--- src/rtl/core/mrr_pkg.sv ---
// ----------------------------------------------------------------------------
// mrr_pkg
// Shared types and constants for the Miller-Rabin round block.
// ----------------------------------------------------------------------------
package mrr_pkg;

   // fixed field widths of the request payload
   localparam int CAND_W = 32;
   localparam int RAND_W = 32;

   // control from the sequencer to the modular multiplier
   typedef struct packed {
      logic start;
   } mul_ctl_type;

   // status from the modular multiplier back to the sequencer
   typedef struct packed {
      logic busy;
      logic done;
   } mul_sts_type;

endpackage

--- src/rtl/core/mrr_if.sv ---
// ----------------------------------------------------------------------------
// mrr_if
// Valid/ready channels for requests and responses of the Miller-Rabin round.
// ----------------------------------------------------------------------------
interface mrr_req_if;
   logic                          valid;
   logic                          ready;
   logic [mrr_pkg::CAND_W-1:0]    candidate;
   logic [mrr_pkg::RAND_W-1:0]    random_word;

   modport source (output valid, output candidate, output random_word, input ready);
   modport sink   (input valid, input candidate, input random_word, output ready);
endinterface

interface mrr_rsp_if;
   logic valid;
   logic ready;
   logic verdict;

   modport source (output valid, output verdict, input ready);
   modport sink   (input valid, input verdict, output ready);
endinterface

--- src/rtl/core/miller_rabin_round_top.sv ---
// ----------------------------------------------------------------------------
// miller_rabin_round_top
// One Miller-Rabin round per request: candidate and random word in, verdict out.
// ----------------------------------------------------------------------------
// Usage: a request transfer on req carries the candidate n (taken modulo
// 2^WIDTH) and a random word. One response transfer on rsp follows with the
// verdict: 0 composite, 1 probably prime for this round. The caller repeats
// rounds with fresh random words.
// Flow: n of 3 or less, or 4, goes straight to the verdict. Otherwise the
// sequencer factors n-1 and reduces the random word (one bit a cycle),
// then runs square-and-multiply with products from the shift-and-add
// multiplier; a round takes at most about 2*WIDTH products. One request
// is in work at a time; req.ready is high while the sequencer is idle.
// The verdict sits in an output register, so a new request is taken while
// the previous verdict still waits for rsp.ready; a finished round holds
// its verdict until the output register is free.
// Reset (synchronous, active high) drops any round in work and any waiting
// verdict.
// ----------------------------------------------------------------------------
module miller_rabin_round_top #(
   parameter int WIDTH = 32
) (
   input  logic      clock,
   input  logic      reset,
   mrr_req_if.sink   req,
   mrr_rsp_if.source rsp
);

   localparam int SW = $clog2(WIDTH);

   localparam logic [3:0] ST_IDLE  = 4'd0;
   localparam logic [3:0] ST_STRIP = 4'd1;
   localparam logic [3:0] ST_MODR  = 4'd2;
   localparam logic [3:0] ST_POW   = 4'd3;
   localparam logic [3:0] ST_PMUL  = 4'd4;
   localparam logic [3:0] ST_PSQ   = 4'd5;
   localparam logic [3:0] ST_CHK   = 4'd6;
   localparam logic [3:0] ST_SQ    = 4'd7;
   localparam logic [3:0] ST_DONE  = 4'd8;

   localparam int RCW = $clog2(mrr_pkg::RAND_W + 1);

   logic [3:0]                state_ff, state_in;
   logic [WIDTH-1:0]          n_ff, n_in;
   logic [WIDTH-1:0]          d_ff, d_in;
   logic [SW-1:0]             s_ff, s_in;
   logic [SW-1:0]             i_ff, i_in;
   logic [mrr_pkg::RAND_W-1:0] r_ff, r_in;
   logic [RCW-1:0]            rcnt_ff, rcnt_in;
   logic [WIDTH-1:0]          rem_ff, rem_in;
   logic [WIDTH-1:0]          acc_ff, acc_in;
   logic [WIDTH-1:0]          base_ff, base_in;
   logic                      pend_ff, pend_in;
   logic                      start_ff, start_in;
   logic [WIDTH-1:0]          opa_ff, opa_in;
   logic [WIDTH-1:0]          opb_ff, opb_in;
   logic                      rsp_valid_ff, rsp_valid_in;
   logic                      verdict_ff, verdict_in;

   logic [WIDTH-1:0]          n_req;
   logic [WIDTH-1:0]          n_m1;
   logic [WIDTH:0]            rem_t;
   logic [WIDTH-1:0]          rem_m;
   logic [SW:0]               i_next;
   logic                      out_free;
   mrr_pkg::mul_ctl_type      mul_ctl;
   mrr_pkg::mul_sts_type      mul_sts;
   logic [WIDTH-1:0]          mul_res;

   assign n_req    = WIDTH'(req.candidate);
   assign n_m1     = n_ff - WIDTH'(1);
   assign rem_m    = n_ff - WIDTH'(4);
   assign rem_t    = {rem_ff, r_ff[mrr_pkg::RAND_W-1]};
   assign i_next   = {1'b0, i_ff} + (SW+1)'(1);
   assign out_free = !rsp_valid_ff || rsp.ready;
   assign mul_ctl.start = start_ff;

   mrr_mulmod #(.WIDTH(WIDTH)) u_mulmod (
      .clock   (clock),
      .reset   (reset),
      .ctl     (mul_ctl),
      .op_a    (opa_ff),
      .op_b    (opb_ff),
      .modulus (n_ff),
      .result  (mul_res),
      .sts     (mul_sts)
   );

   // round sequencer
   always_comb begin
      state_in     = state_ff;
      n_in         = n_ff;
      d_in         = d_ff;
      s_in         = s_ff;
      i_in         = i_ff;
      r_in         = r_ff;
      rcnt_in      = rcnt_ff;
      rem_in       = rem_ff;
      acc_in       = acc_ff;
      base_in      = base_ff;
      pend_in      = pend_ff;
      start_in     = 1'b0;
      opa_in       = opa_ff;
      opb_in       = opb_ff;
      rsp_valid_in = rsp_valid_ff;
      verdict_in   = verdict_ff;

      if (rsp_valid_ff && rsp.ready) begin
         rsp_valid_in = 1'b0;
      end

      case (state_ff)
         ST_IDLE: begin
            if (req.valid) begin
               n_in    = n_req;
               d_in    = n_req - WIDTH'(1);
               s_in    = '0;
               r_in    = req.random_word;
               rcnt_in = '0;
               rem_in  = '0;
               if (n_req <= WIDTH'(1) || n_req == WIDTH'(4)) begin
                  pend_in  = 1'b0;
                  state_in = ST_DONE;
               end else if (n_req <= WIDTH'(3)) begin
                  pend_in  = 1'b1;
                  state_in = ST_DONE;
               end else begin
                  state_in = ST_STRIP;
               end
            end
         end
         // factors of two out of n-1, one per cycle
         ST_STRIP: begin
            if (d_ff[0]) begin
               state_in = ST_MODR;
            end else begin
               d_in = d_ff >> 1;
               s_in = s_ff + SW'(1);
            end
         end
         // random word mod (n-4), restoring, one bit per cycle
         ST_MODR: begin
            if (rcnt_ff == RCW'(mrr_pkg::RAND_W)) begin
               acc_in   = WIDTH'(1);
               base_in  = rem_ff + WIDTH'(2);
               state_in = ST_POW;
            end else begin
               if (rem_t >= {1'b0, rem_m}) begin
                  rem_in = WIDTH'(rem_t - {1'b0, rem_m});
               end else begin
                  rem_in = WIDTH'(rem_t);
               end
               r_in    = r_ff << 1;
               rcnt_in = rcnt_ff + RCW'(1);
            end
         end
         // square-and-multiply over the exponent bits
         ST_POW: begin
            if (d_ff == '0) begin
               state_in = ST_CHK;
            end else if (d_ff[0]) begin
               start_in = 1'b1;
               opa_in   = acc_ff;
               opb_in   = base_ff;
               state_in = ST_PMUL;
            end else begin
               start_in = 1'b1;
               opa_in   = base_ff;
               opb_in   = base_ff;
               state_in = ST_PSQ;
            end
         end
         ST_PMUL: begin
            if (mul_sts.done) begin
               acc_in   = mul_res;
               start_in = 1'b1;
               opa_in   = base_ff;
               opb_in   = base_ff;
               state_in = ST_PSQ;
            end
         end
         ST_PSQ: begin
            if (mul_sts.done) begin
               base_in  = mul_res;
               d_in     = d_ff >> 1;
               state_in = ST_POW;
            end
         end
         // first test of a^d, then start the squaring chain if s is above one
         ST_CHK: begin
            i_in = SW'(1);
            if (acc_ff == WIDTH'(1) || acc_ff == n_m1) begin
               pend_in  = 1'b1;
               state_in = ST_DONE;
            end else if (SW'(1) < s_ff) begin
               start_in = 1'b1;
               opa_in   = acc_ff;
               opb_in   = acc_ff;
               state_in = ST_SQ;
            end else begin
               pend_in  = 1'b0;
               state_in = ST_DONE;
            end
         end
         ST_SQ: begin
            if (mul_sts.done) begin
               acc_in = mul_res;
               i_in   = SW'(i_next);
               if (mul_res == WIDTH'(1)) begin
                  pend_in  = 1'b0;
                  state_in = ST_DONE;
               end else if (mul_res == n_m1) begin
                  pend_in  = 1'b1;
                  state_in = ST_DONE;
               end else if (i_next < {1'b0, s_ff}) begin
                  start_in = 1'b1;
                  opa_in   = mul_res;
                  opb_in   = mul_res;
               end else begin
                  pend_in  = 1'b0;
                  state_in = ST_DONE;
               end
            end
         end
         // hand the verdict to the output register once it is free
         ST_DONE: begin
            if (out_free) begin
               rsp_valid_in = 1'b1;
               verdict_in   = pend_ff;
               state_in     = ST_IDLE;
            end
         end
         default: begin
            state_in = ST_IDLE;
         end
      endcase
   end

   always_ff @(posedge clock) begin
      if (reset) begin
         state_ff     <= ST_IDLE;
         start_ff     <= 1'b0;
         rsp_valid_ff <= 1'b0;
      end else begin
         state_ff     <= state_in;
         start_ff     <= start_in;
         rsp_valid_ff <= rsp_valid_in;
      end
      n_ff       <= n_in;
      d_ff       <= d_in;
      s_ff       <= s_in;
      i_ff       <= i_in;
      r_ff       <= r_in;
      rcnt_ff    <= rcnt_in;
      rem_ff     <= rem_in;
      acc_ff     <= acc_in;
      base_ff    <= base_in;
      pend_ff    <= pend_in;
      opa_ff     <= opa_in;
      opb_ff     <= opb_in;
      verdict_ff <= verdict_in;
   end

   assign req.ready   = (state_ff == ST_IDLE);
   assign rsp.valid   = rsp_valid_ff;
   assign rsp.verdict = verdict_ff;

endmodule

--- src/rtl/core/mrr_mulmod.sv ---
// ----------------------------------------------------------------------------
// mrr_mulmod
// Shift-and-add modular multiplier: one multiplier bit per cycle.
// ----------------------------------------------------------------------------
module mrr_mulmod #(
   parameter int WIDTH = 32
) (
   input  logic                 clock,
   input  logic                 reset,
   input  mrr_pkg::mul_ctl_type ctl,
   input  logic [WIDTH-1:0]     op_a,
   input  logic [WIDTH-1:0]     op_b,
   input  logic [WIDTH-1:0]     modulus,
   output logic [WIDTH-1:0]     result,
   output mrr_pkg::mul_sts_type sts
);

   logic [WIDTH-1:0] acc_ff, acc_in;
   logic [WIDTH-1:0] a_ff, a_in;
   logic [WIDTH-1:0] b_ff, b_in;
   logic [WIDTH-1:0] m_ff, m_in;
   logic             busy_ff, busy_in;
   logic             done_ff, done_in;

   // (x + y) mod m for x, y < m without overflow
   function automatic logic [WIDTH-1:0] add_mod(input logic [WIDTH-1:0] x,
                                                input logic [WIDTH-1:0] y,
                                                input logic [WIDTH-1:0] m);
      logic [WIDTH-1:0] gap;
      gap = m - y;
      if (x >= gap) begin
         add_mod = x - gap;
      end else begin
         add_mod = x + y;
      end
   endfunction

   // one multiplier bit per cycle, stop once the multiplier runs out
   always_comb begin
      acc_in  = acc_ff;
      a_in    = a_ff;
      b_in    = b_ff;
      m_in    = m_ff;
      busy_in = busy_ff;
      done_in = 1'b0;
      if (ctl.start) begin
         acc_in  = '0;
         a_in    = op_a;
         b_in    = op_b;
         m_in    = modulus;
         busy_in = 1'b1;
      end else if (busy_ff) begin
         if (b_ff == '0) begin
            busy_in = 1'b0;
            done_in = 1'b1;
         end else begin
            if (b_ff[0]) begin
               acc_in = add_mod(acc_ff, a_ff, m_ff);
            end
            a_in = add_mod(a_ff, a_ff, m_ff);
            b_in = b_ff >> 1;
         end
      end
   end

   always_ff @(posedge clock) begin
      if (reset) begin
         busy_ff <= 1'b0;
         done_ff <= 1'b0;
      end else begin
         busy_ff <= busy_in;
         done_ff <= done_in;
      end
      acc_ff <= acc_in;
      a_ff   <= a_in;
      b_ff   <= b_in;
      m_ff   <= m_in;
   end

   assign result   = acc_ff;
   assign sts.busy = busy_ff;
   assign sts.done = done_ff;

endmodule

--- src/flat_wrapper.sv ---
// flat-port wrapper written by rule: the top's interface ports become plain ports
module miller_rabin_round_top_flat 
#(
   parameter int WIDTH = 32
)
  (clock, reset, req_valid, req_candidate, req_random_word, req_ready, rsp_valid, rsp_verdict, rsp_ready);
  mrr_req_if req_i ();
  mrr_rsp_if rsp_i ();
  input  logic clock;
  input  logic reset;
  input wire logic [$bits(req_i.valid)-1:0] req_valid;
  input wire logic [$bits(req_i.candidate)-1:0] req_candidate;
  input wire logic [$bits(req_i.random_word)-1:0] req_random_word;
  output wire logic [$bits(req_i.ready)-1:0] req_ready;
  output wire logic [$bits(rsp_i.valid)-1:0] rsp_valid;
  output wire logic [$bits(rsp_i.verdict)-1:0] rsp_verdict;
  input wire logic [$bits(rsp_i.ready)-1:0] rsp_ready;
  assign req_i.valid = req_valid;
  assign req_i.candidate = req_candidate;
  assign req_i.random_word = req_random_word;
  assign req_ready = req_i.ready;
  assign rsp_valid = rsp_i.valid;
  assign rsp_verdict = rsp_i.verdict;
  assign rsp_i.ready = rsp_ready;
  miller_rabin_round_top #(.WIDTH(WIDTH)) u_core (.clock(clock), .reset(reset), .req(req_i), .rsp(rsp_i));
endmodule
--- config.mk ---
export PLATFORM = sky130hd
export DESIGN_NAME = miller_rabin_round_top_flat
export DESIGN_NICKNAME = d
export VERILOG_FILES = /design/src/rtl/core/mrr_pkg.sv /design/src/rtl/core/mrr_if.sv /design/src/rtl/core/miller_rabin_round_top.sv /design/src/rtl/core/mrr_mulmod.sv /design/src/flat_wrapper.sv
export SDC_FILE = /design/constraint.sdc
export NUM_CORES = 1
export LEC_CHECK = 0
export BUFFER_PORTS_ARGS = -buffer_cell sky130_fd_sc_hd__buf_2
export CAP_MARGIN = 20
export CELL_PAD_IN_SITES_DETAIL_PLACEMENT = 0
export CELL_PAD_IN_SITES_GLOBAL_PLACEMENT = 1
export CORE_MARGIN = 2
export CORE_UTILIZATION = 26
export CTS_CLUSTER_DIAMETER = 40
export DETAILED_ROUTE_END_ITERATION = 16
export PLACE_DENSITY = 0.56
export SETUP_SLACK_MARGIN = 0.3
export SYNTH_ARGS = -nofsm -noshare
export SYNTH_HDL_FRONTEND = slang
export SYNTH_HIERARCHICAL = 1
export SYNTH_SLANG_ARGS = --single-unit
--- constraint.sdc ---
create_clock -name clock -period 15 [get_ports clock]
set_clock_uncertainty 0.1 [all_clocks]
set_input_delay 3 -clock clock [delete_from_list [all_inputs] [get_ports clock]]
set_output_delay 3 -clock clock [all_outputs]
set_load 0.02 [all_outputs]
# ---- After elaboration in Yosys (flattened, before gate mapping)
# Cells that the tools add are included.
dict set report word_totals {
  in_bits 68
  word_cells 199
  ff_bits 410
}
dict set report classes {
  n_mux 87
  n_reduce_logical 33
  n_eq_ne 34
  n_lt_le_gt_ge 7
  bitwise 2
  addsub 13
}
# cell count
set op_table {}
lappend op_table {{32-bit 2-to-1 mux} 29}
lappend op_table {{32-bit case mux with 2 select lines} 4}
lappend op_table {{32-bit case mux with 4 select lines} 2}
lappend op_table {{32-bit subtractor} 4}
lappend op_table {{32-bit case mux with 3 select lines} 1}
lappend op_table {{32-bit adder} 2}
lappend op_table {{32-bit by 1-bit equality test with 1-bit output, second input constant} 2}
lappend op_table {{32-bit equality test} 2}
lappend op_table {{32-bit >= comparator} 2}
lappend op_table {{32-bit logical NOT} 2}
lappend op_table {{32-bit by 1-bit subtractor with 32-bit output, second input constant} 2}
lappend op_table {{4-bit 2-to-1 mux} 15}
lappend op_table {{4-bit case mux with 9 select lines} 1}
lappend op_table {{33-bit by 32-bit >= comparator with 1-bit output} 1}
lappend op_table {{32-bit by 2-bit adder with 32-bit output, second input constant} 1}
lappend op_table {{32-bit by 3-bit equality test with 1-bit output, second input constant} 1}
lappend op_table {{32-bit by 1-bit less-or-equal comparator with 1-bit output, second input constant} 1}
lappend op_table {{32-bit by 2-bit less-or-equal comparator with 1-bit output, second input constant} 1}
lappend op_table {{32-bit by 3-bit subtractor with 32-bit output, second input constant} 1}
lappend op_table {{1-bit 2-to-1 mux} 25}
lappend op_table {{2-bit != test, second input constant} 10}
lappend op_table {{5-bit case mux with 2 select lines} 2}
lappend op_table {{3-bit AND reduction} 6}
lappend op_table {{4-bit by 3-bit equality test with 1-bit output, second input constant} 4}
lappend op_table {{other kinds (33)} 55}

# ---- Depth between registers and ports, before layout
# Gate-level depths: netlist of run 1.
dict set report logic_depth {
  ltp_word 7
  depth_mapped 27
  mapped_depth_nobuf 25
}

# ---- Cells and area by module
# Netlist of run 1, hierarchy kept.
# mod cells_each seq_area_each_um2 area_each_um2 n_inst
set modules_own_cells {}
lappend modules_own_cells {miller_rabin_round_top 1786 8348.0 17719.5 1}
lappend modules_own_cells {mrr_mulmod 1369 3563.4 12036.5 1}

# ---- Worst setup path after synthesis of run 1
# Ideal clock, no wire load.
dict set report synth_path {
  kind {input-to-reg}
  start {input port req_valid}
  end {register u_core/r_ff[0] (netlist name), enable pin}
  t_required_ns 14.229
  setup_slack_ns 4.537
  arrival_time_ns 9.692
  cell_stages 2
  n_path_buf 0
  cell_sequence {o21ai_0 > nor4_1}
}
dict set report synth_via {
  elab_chain_cells 2
}
# element line_no
set synth_rtl {}
lappend synth_rtl {{start: declaration} flat_wrapper.sv:11} ;# input wire logic [$bits(req_i.valid)-1:0] req_valid;
lappend synth_rtl {{2-bit != test (no source line)} -}
lappend synth_rtl {{3-bit AND reduction (no source line)} -}
lappend synth_rtl {{end signal: assignment} miller_rabin_round_top.sv:253} ;# r_ff <= r_in;
lappend synth_rtl {{end: declaration} miller_rabin_round_top.sv:48} ;# logic [mrr_pkg::RAND_W-1:0] r_ff, r_in;
# Every way passes these cells.
# A chain may end at the register's enable or synchronous reset.

# ---- Final worst setup path of run 1
dict set report layout_path {
  start {register u_core.u_mulmod.a_ff[1]}
  end {register u_core.u_mulmod.acc_ff[8] (netlist: u_core/u_mulmod/result[8])}
}
dict set report layout_via {
  elab_chain_cells 3
  elab_cells_between_ends 5
}
# element line_no
set layout_rtl {}
lappend layout_rtl {{start: declaration} mrr_mulmod.sv:19} ;# logic [WIDTH-1:0] a_ff, a_in;
lappend layout_rtl {{start signal: assignment} mrr_mulmod.sv:75} ;# a_ff <= a_in;
lappend layout_rtl {{32-bit subtractor} mrr_mulmod.sv:30} ;# gap = m - y;
lappend layout_rtl {{32-bit subtractor or 32-bit >= comparator (tied branches)} {mrr_mulmod.sv:32, mrr_mulmod.sv:31}}
lappend layout_rtl {{32-bit 2-to-1 mux (*)} mrr_mulmod.sv:31} ;# if (x >= gap) begin
lappend layout_rtl {{end signal: assignment} mrr_mulmod.sv:74} ;# acc_ff <= acc_in;
lappend layout_rtl {{end: declaration} mrr_mulmod.sv:18} ;# logic [WIDTH-1:0] acc_ff, acc_in;
# Every way passes the cells marked *; elsewhere a longest branch is shown, timed or not.

==> summary.txt, run 1 <==
Worst setup path
  • R2R Setup Slk: 8100 ps
  • Setup CP Type: register to register
  • Critical path arrival: 7250 ps
  • FF-to-FF path depth: 23
  • Worst setup EP type: register
  • CP Launch Type: register
  • Worst path required time: 15350 ps
  • Max FO, Critical Path: 36
  • R2r endpoint: u_core/u_mulmod/result[8]
  • R2R Path Start: u_core/u_mulmod/a_ff[1]
  • Worst Setup EP: u_core/u_mulmod/result[8]
  • CP Launch Point: u_core/u_mulmod/a_ff[1]

Finish
  • Finished Layout Cells: 4798
  • Post-layout nets: 3453
  • Synth-to-Final Area Change: 17.2%
  • Layout cells sized above 1: 10.8%

Global routing
  • Antenna violations before repair: 5
  • Tot GR Track Use: 17.8%
  • Global route total overflow: 0
  • First-pass GRT wire length: 159 mm
  • Vias in the first global route: 24200
  • Largest net degree at the start of global routing: 74

Placed design
  • RD Place Congestion: 0.879
  • Final HPWL DP: 78.9 mm
  • Dpl cells: 4632
  • IO Port Bufs: 70

Drt
  • Vias/cell: 5.19
  • DRC: 0
  • Routed via count: 24900
  • DRT iter0 DRCs: 2388
  • Router iterations before antenna repair: 5
  • Final ANT Viol Nets: 0
  • Post-Route WL: 107 mm
  • DR WL/cell: 22.2 um

Clock tree
  • H-tree depth: 3
  • Clock root cell: clkbuf_16
  • Hold Buf Count CTS: 0
  • CTS Buffer Depth: 3
  • Clock latency on the worst-skew pair: 650 ps
  • # resized after CTS: 0
  • Clock sinks: 410
  • Clock slew at reported path FFs: 50 ps
  • CTS tree: yes
  • Post-CTS Setup Repair Bufs: 0
  • Num CTS Buffers: 87

STA
  • TNS Setup: 0 ps
  • Setup violators final: 0
  • Fin crit share: 46.0%
  • Rel. slew slack: 29.7%
  • Measured slew at the worst slew-check pin: 1040 ps
  • Unrepaired setup endpoints after global routing: no
  • Max Clock Freq: 145 MHz
  • Final-report hold violation count: 0
  • Hold slack final: 354 ps
  • Final slew viol count: 0
  • Minimum clock period: 6900 ps

Floorplanning
  • DIE WIDTH: 342 um
  • Core area: 0.114 mm^2
  • # rows: 124
  • Initial core utilization: 26.1%
  • Die area: 0.117 mm^2
  • Height of the die: 342 um
  • IO Pins: 71

Pwr
  • Net Sw Frac: 36.4%
  • Clk network pwr share: 36.4%
  • Pwr Density: 157 mW/mm^2
  • Seq pwr share: 33.1%
  • Peak supply drop: 0.0815 mV
  • Leakage: 13.1 nW
  • Sw power: 2.00 mW
  • P_int: 3.48 mW
  • Combinational share of power: 30.6%

Synthesis
  • Netlist Area Pre-Place: 0.0297 mm^2
  • Synthesized area per cell: 9.43 um^2
  • Syn nets: 3396
  • Number of synthesis warnings: 6
  • Post-synthesis cell count: 3154

Hold path
  • Worst hold path type: register to register

Run status
  • Status: completed

Job
  • Max Cap Viol: 0
-- layout make-up --
class,instances,area [um^2]
fillers,12000,79000
multi-input cells,2452,16800
flip-flops and latches,410,11900
clock buffers,105,2330
well taps,1512,1890
repair buffers,117,723
clock inverters,58,684
inverters,143,537
diodes,1,2.50
-- per-layer routing --
layer | track usage (%) | routed length, um
met5 | 0 | 13
met4 | 5.05 | 2880
met3 | 2.47 | 5430
met2 | 27.4 | 46700
met1 | 25.8 | 51500
-- flip-flops by register name, indices dropped and copies added, names as in the netlist, 6 cells and up --
| name | cells |
|---|---|
| u_core/opb_ff | 32 |
| u_core/rcnt_ff | 6 |
| u_core/n_ff | 32 |
| u_core/acc_ff | 32 |
| u_core/u_mulmod/m_ff | 32 |
| u_core/u_mulmod/result | 32 |
| u_core/base_ff | 32 |
| u_core/r_ff | 32 |
| u_core/opa_ff | 32 |
| u_core/d_ff | 32 |
| u_core/u_mulmod/b_ff | 32 |
| u_core/u_mulmod/a_ff | 32 |
| u_core/rem_ff | 32 |
-- critical path, stage by stage, from the launching register on --
cell and delay (ps):
edfxtp_1 470, inv_1 190, ha_1 250, nor2b_1 140
o2111a_1 290, o2111ai_1 420, a21boi_0 270, o31a_1 360
o211ai_1 200, a21oi_1 120, o21ai_0 300, a21oi_1 250
o21ai_0 180, nor3b_1 410, ha_1 330, nand2_1 60
or2_2 280, nor4b_1 300, o31ai_1 170, o21ai_4 550
buf_4 520, and3b_1 240, a31oi_1 130, a211oi_1 80
-- power groups by stage --
| stage | clock network (mW) | logic (mW) | registers [mW] |
|---|---|---|---|
| 2_1_floorplan | 0 | 1.24 | 1.70 |
| 6_report | 1.99 | 1.67 | 1.81 |
| 3_3_place_gp | 0 | 1.67 | 1.83 |
| 5_1_grt | 2.08 | 1.85 | 1.84 |
| 4_1_cts | 2.03 | 1.67 | 1.81 |
| 3_5_place_dp | 0 | 1.66 | 1.83 |
-- worst min path at each step --
stage                              start                 end  slack [ps]  depth (start not counted)
final                     u_core/pend_ff  u_core/rsp.verdict         350                          0
after global routing      u_core/pend_ff  u_core/rsp.verdict         370                          0
after CTS                 u_core/pend_ff  u_core/rsp.verdict         360                          0
after detailed placement  u_core/pend_ff  u_core/rsp.verdict         330                          0
after global placement    u_core/pend_ff  u_core/rsp.verdict         330                          0
after floorplan           u_core/pend_ff  u_core/rsp.verdict         300                          0
-- per-stage QoR --
step / util [%] / power (mW) / cell area (um^2) / worst slack (ps)
floorplan: - / 2.94 / 29700 / 4540
global placement: 27.9 / 3.50 / 31800 / 8290
detailed placement: 27.9 / 3.49 / 31800 / 8190
CTS: 30.6 / 5.51 / 34800 / 8150
global route: 30.6 / 5.76 / 34900 / 7480
finish: 30.6 / 5.48 / 34900 / 8100
-- cell usage in the layout, fill, tap and decap left out, drive strengths merged, types with 54 or more instances in the layout --
cell type / count
buf: 117
xor2: 112
nand4: 54
nand3: 77
inv: 159
ha: 169
a21oi: 169
xnor2: 177
mux2i: 82
nand2: 354
nor3: 63
nor4: 79
nor2: 222
o21ai: 226
a21o: 79
edfxtp: 370
and2: 56
clkbuf: 105
(Power assumes the default switching activity.)
==> run 2, diff against run 1 <==
clock period = 6.9 ns   (was 15 ns; I/O delays follow)
==> summary.txt, run 2 (synthesis gave the netlist of run 1 again) <==
Global routing
  • Largest net degree at the start of global routing: 74 (unchanged)
  • Tot GR Track Use: 17.8% (about the same)
  • Antenna violations before repair: 2 (was 5)
  • First-pass GRT wire length: 159 mm (about the same)
  • Vias in the first global route: 24200 (about the same)
  • Global route total overflow: 0 (unchanged)

Finish
  • Post-layout nets: 3465 (was 3453)
  • Layout filler cell count: 12100 (was 12000)
  • Final Util: 30.5% (was 30.6%)
  • Finished Layout Cells: 4799 (was 4798)
  • Most common cell after layout, fill and taps aside: edfxtp_1 (unchanged)
  • Commonest cells after routing, fill and taps aside: edfxtp_1, nand2_1, nor2_1 (unchanged)
  • Synth-to-Final Area Change: 16.7% (was 17.2%)
  • Layout cells sized above 1: 11.0% (was 10.8%)
  • # diodes: 0 (was 1)
  • Finished Cell Area: 0.0347 mm^2 (was 0.0349 mm^2)

Clock tree
  • Hold Buf Count CTS: 0 (unchanged)
  • Clock latency on the worst-skew pair: 630 ps (was 650 ps)
  • H-tree depth: 3 (unchanged)
  • Num CTS Buffers: 84 (was 87)
  • Clock root cell: clkbuf_16 (unchanged)
  • CTS Buffer Depth: 3 (unchanged)
  • Clock slew at reported path FFs: 50 ps (about the same)
  • CTS tree: yes (unchanged)
  • Clock sinks: 410 (unchanged)

Worst setup path
  • Max FO, Critical Path: 5 (was 36)
  • CP Launch Point: u_core/u_mulmod/a_ff[1] (unchanged)
  • Slowest stage delay, CP: 470 ps (was 550 ps)
  • Worst setup EP type: register (unchanged)
  • Setup CP Type: register to register (unchanged)
  • Worst path required time: 7140 ps (was 15350 ps)
  • CP max-delay cell: edfxtp_1 (was o21ai_4)
  • CP Launch Type: register (unchanged)
  • R2R Path Start: u_core/u_mulmod/a_ff[1] (unchanged)
  • R2R Setup Slk: 680 ps (was 8100 ps)
  • Critical path arrival: 6450 ps (was 7250 ps)

STA
  • TNS Setup: 0 ps (unchanged)
  • Measured slew at the worst slew-check pin: 1050 ps (was 1040 ps)
  • Fin crit share: 90.1% (was 46.0%)
  • Final slew viol count: 0 (unchanged)
  • Rel. slew slack: 29.9% (was 29.7%)
  • Setup violators final: 0 (unchanged)
  • Final-report hold violation count: 0 (unchanged)
  • Unrepaired setup endpoints after global routing: no (unchanged)
  • Hold slack final: 323 ps (was 354 ps)
  • Minimum clock period: 6220 ps (was 6900 ps)
  • Max Clock Freq: 161 MHz (was 145 MHz)
  • Worst setup margin: 685 ps (was 8100 ps)

Floorplanning
  • # rows: 124 (unchanged)
  • Height of the die: 342 um (unchanged)
  • IO Pins: 71 (unchanged)
  • DIE WIDTH: 342 um (unchanged)
  • Die area: 0.117 mm^2 (unchanged)
  • Initial core utilization: 26.1% (unchanged)
  • Core area: 0.114 mm^2 (unchanged)

Drt
  • DRT iter0 DRCs: 2216 (was 2388)
  • Vias/cell: 5.18 (was 5.19)
  • DR WL/cell: 22.1 um (was 22.2 um)
  • Router iterations before antenna repair: 8 (was 5)
  • DRC: 0 (unchanged)
  • Routed via count: 24800 (was 24900)
  • Post-Route WL: 106 mm (was 107 mm)
  • Final ANT Viol Nets: 0 (unchanged)

Run status
  • Status: completed (unchanged)

Pwr
  • Total chip power: 11.5 mW (was 5.48 mW)
  • Leakage: 13.0 nW (was 13.1 nW)
  • Peak supply drop: 0.177 mV (was 0.0815 mV)
  • Pwr Density: 332 mW/mm^2 (was 157 mW/mm^2)

Placed design
  • Final HPWL DP: 79.1 mm (was 78.9 mm)
  • RD Place Congestion: 0.904 (was 0.879)
  • Dpl cells: 4648 (was 4632)
  • Cell area after placement: 0.0320 mm^2 (was 0.0318 mm^2)
  • Dpl ws: 649 ps (was 8190 ps)
  • IO Port Bufs: 70 (unchanged)

Hold path
  • Worst hold path type: register to register (unchanged)
  • Hold_sp: u_core/pend_ff (unchanged)

Job
  • Max Cap Viol: 0 (unchanged)
run 2: changes by cell type in the layout (fill, tap and decap cells not counted), moves of 2 or more:
cell,before,now
clkbuf_1,11,8
inv_8,1,6
clkinv_2,10,5
inv_16,2,0
buf_12,1,3
clkinvlp_4,4,9
clkbuf_8,6,2
buf_4,45,58
clkbuf_16,88,85
inv_6,13,9
bufinv_16,10,4
clkinv_4,9,13
run 2: power by group:
| part | internal, mW | switching (mW) | leakage [nW] |
|---|---|---|---|
| Sequential | 3.37 | 0.543 | 3.83 |
| Combinational | 1.42 | 2.28 | 7.93 |
| Clock | 2.45 | 1.47 | 1.29 |
| Total | 7.23 | 4.30 | 13.0 |
run 2: critical path, delay by kind of cell, from the launching register on:
kind            cells  cell delay (ps)
compound gates     16             3400
xor+xnor            1              230
fa+ha+maj           2              570
buf+inv             1              190
flops               1              470
simple gates        5              950
run 2: layout make-up:
cell class                 instances  area (um^2)  area share (%)
clock inverter                    55          507            1.46
clock buffer                      95         2180            6.29
inverter                         143          537            1.55
tap                             1512         1890            5.45
sequential                       410        11900            34.3
multi-input combinational       2452        16800            48.4
timing repair buffer             132          861            2.48
run 2: worst paths after layout:
path | cells past startpoint | endpoint
max | 25 | u_core/u_mulmod/a_ff[29]
min | 0 | u_core/rsp.verdict
max reg2reg | 25 | u_core/u_mulmod/a_ff[29]
min reg2reg | 0 | u_core/rsp.verdict
run 2: metal layers:
layer  vias to the layer above  GRT usage, %  share of wire, %
met5                         -             0                 0
met3                       182          2.54               5.1
met2                       699          27.2                44
met4                         0          5.94               3.1
met1                     12000          25.6                48
li1                      11900             -                 -
run 2: repair_timing:
item,CTS,global route
setup endpoints to repair,0,37
setup buffers,0,0
gates resized for setup,0,4
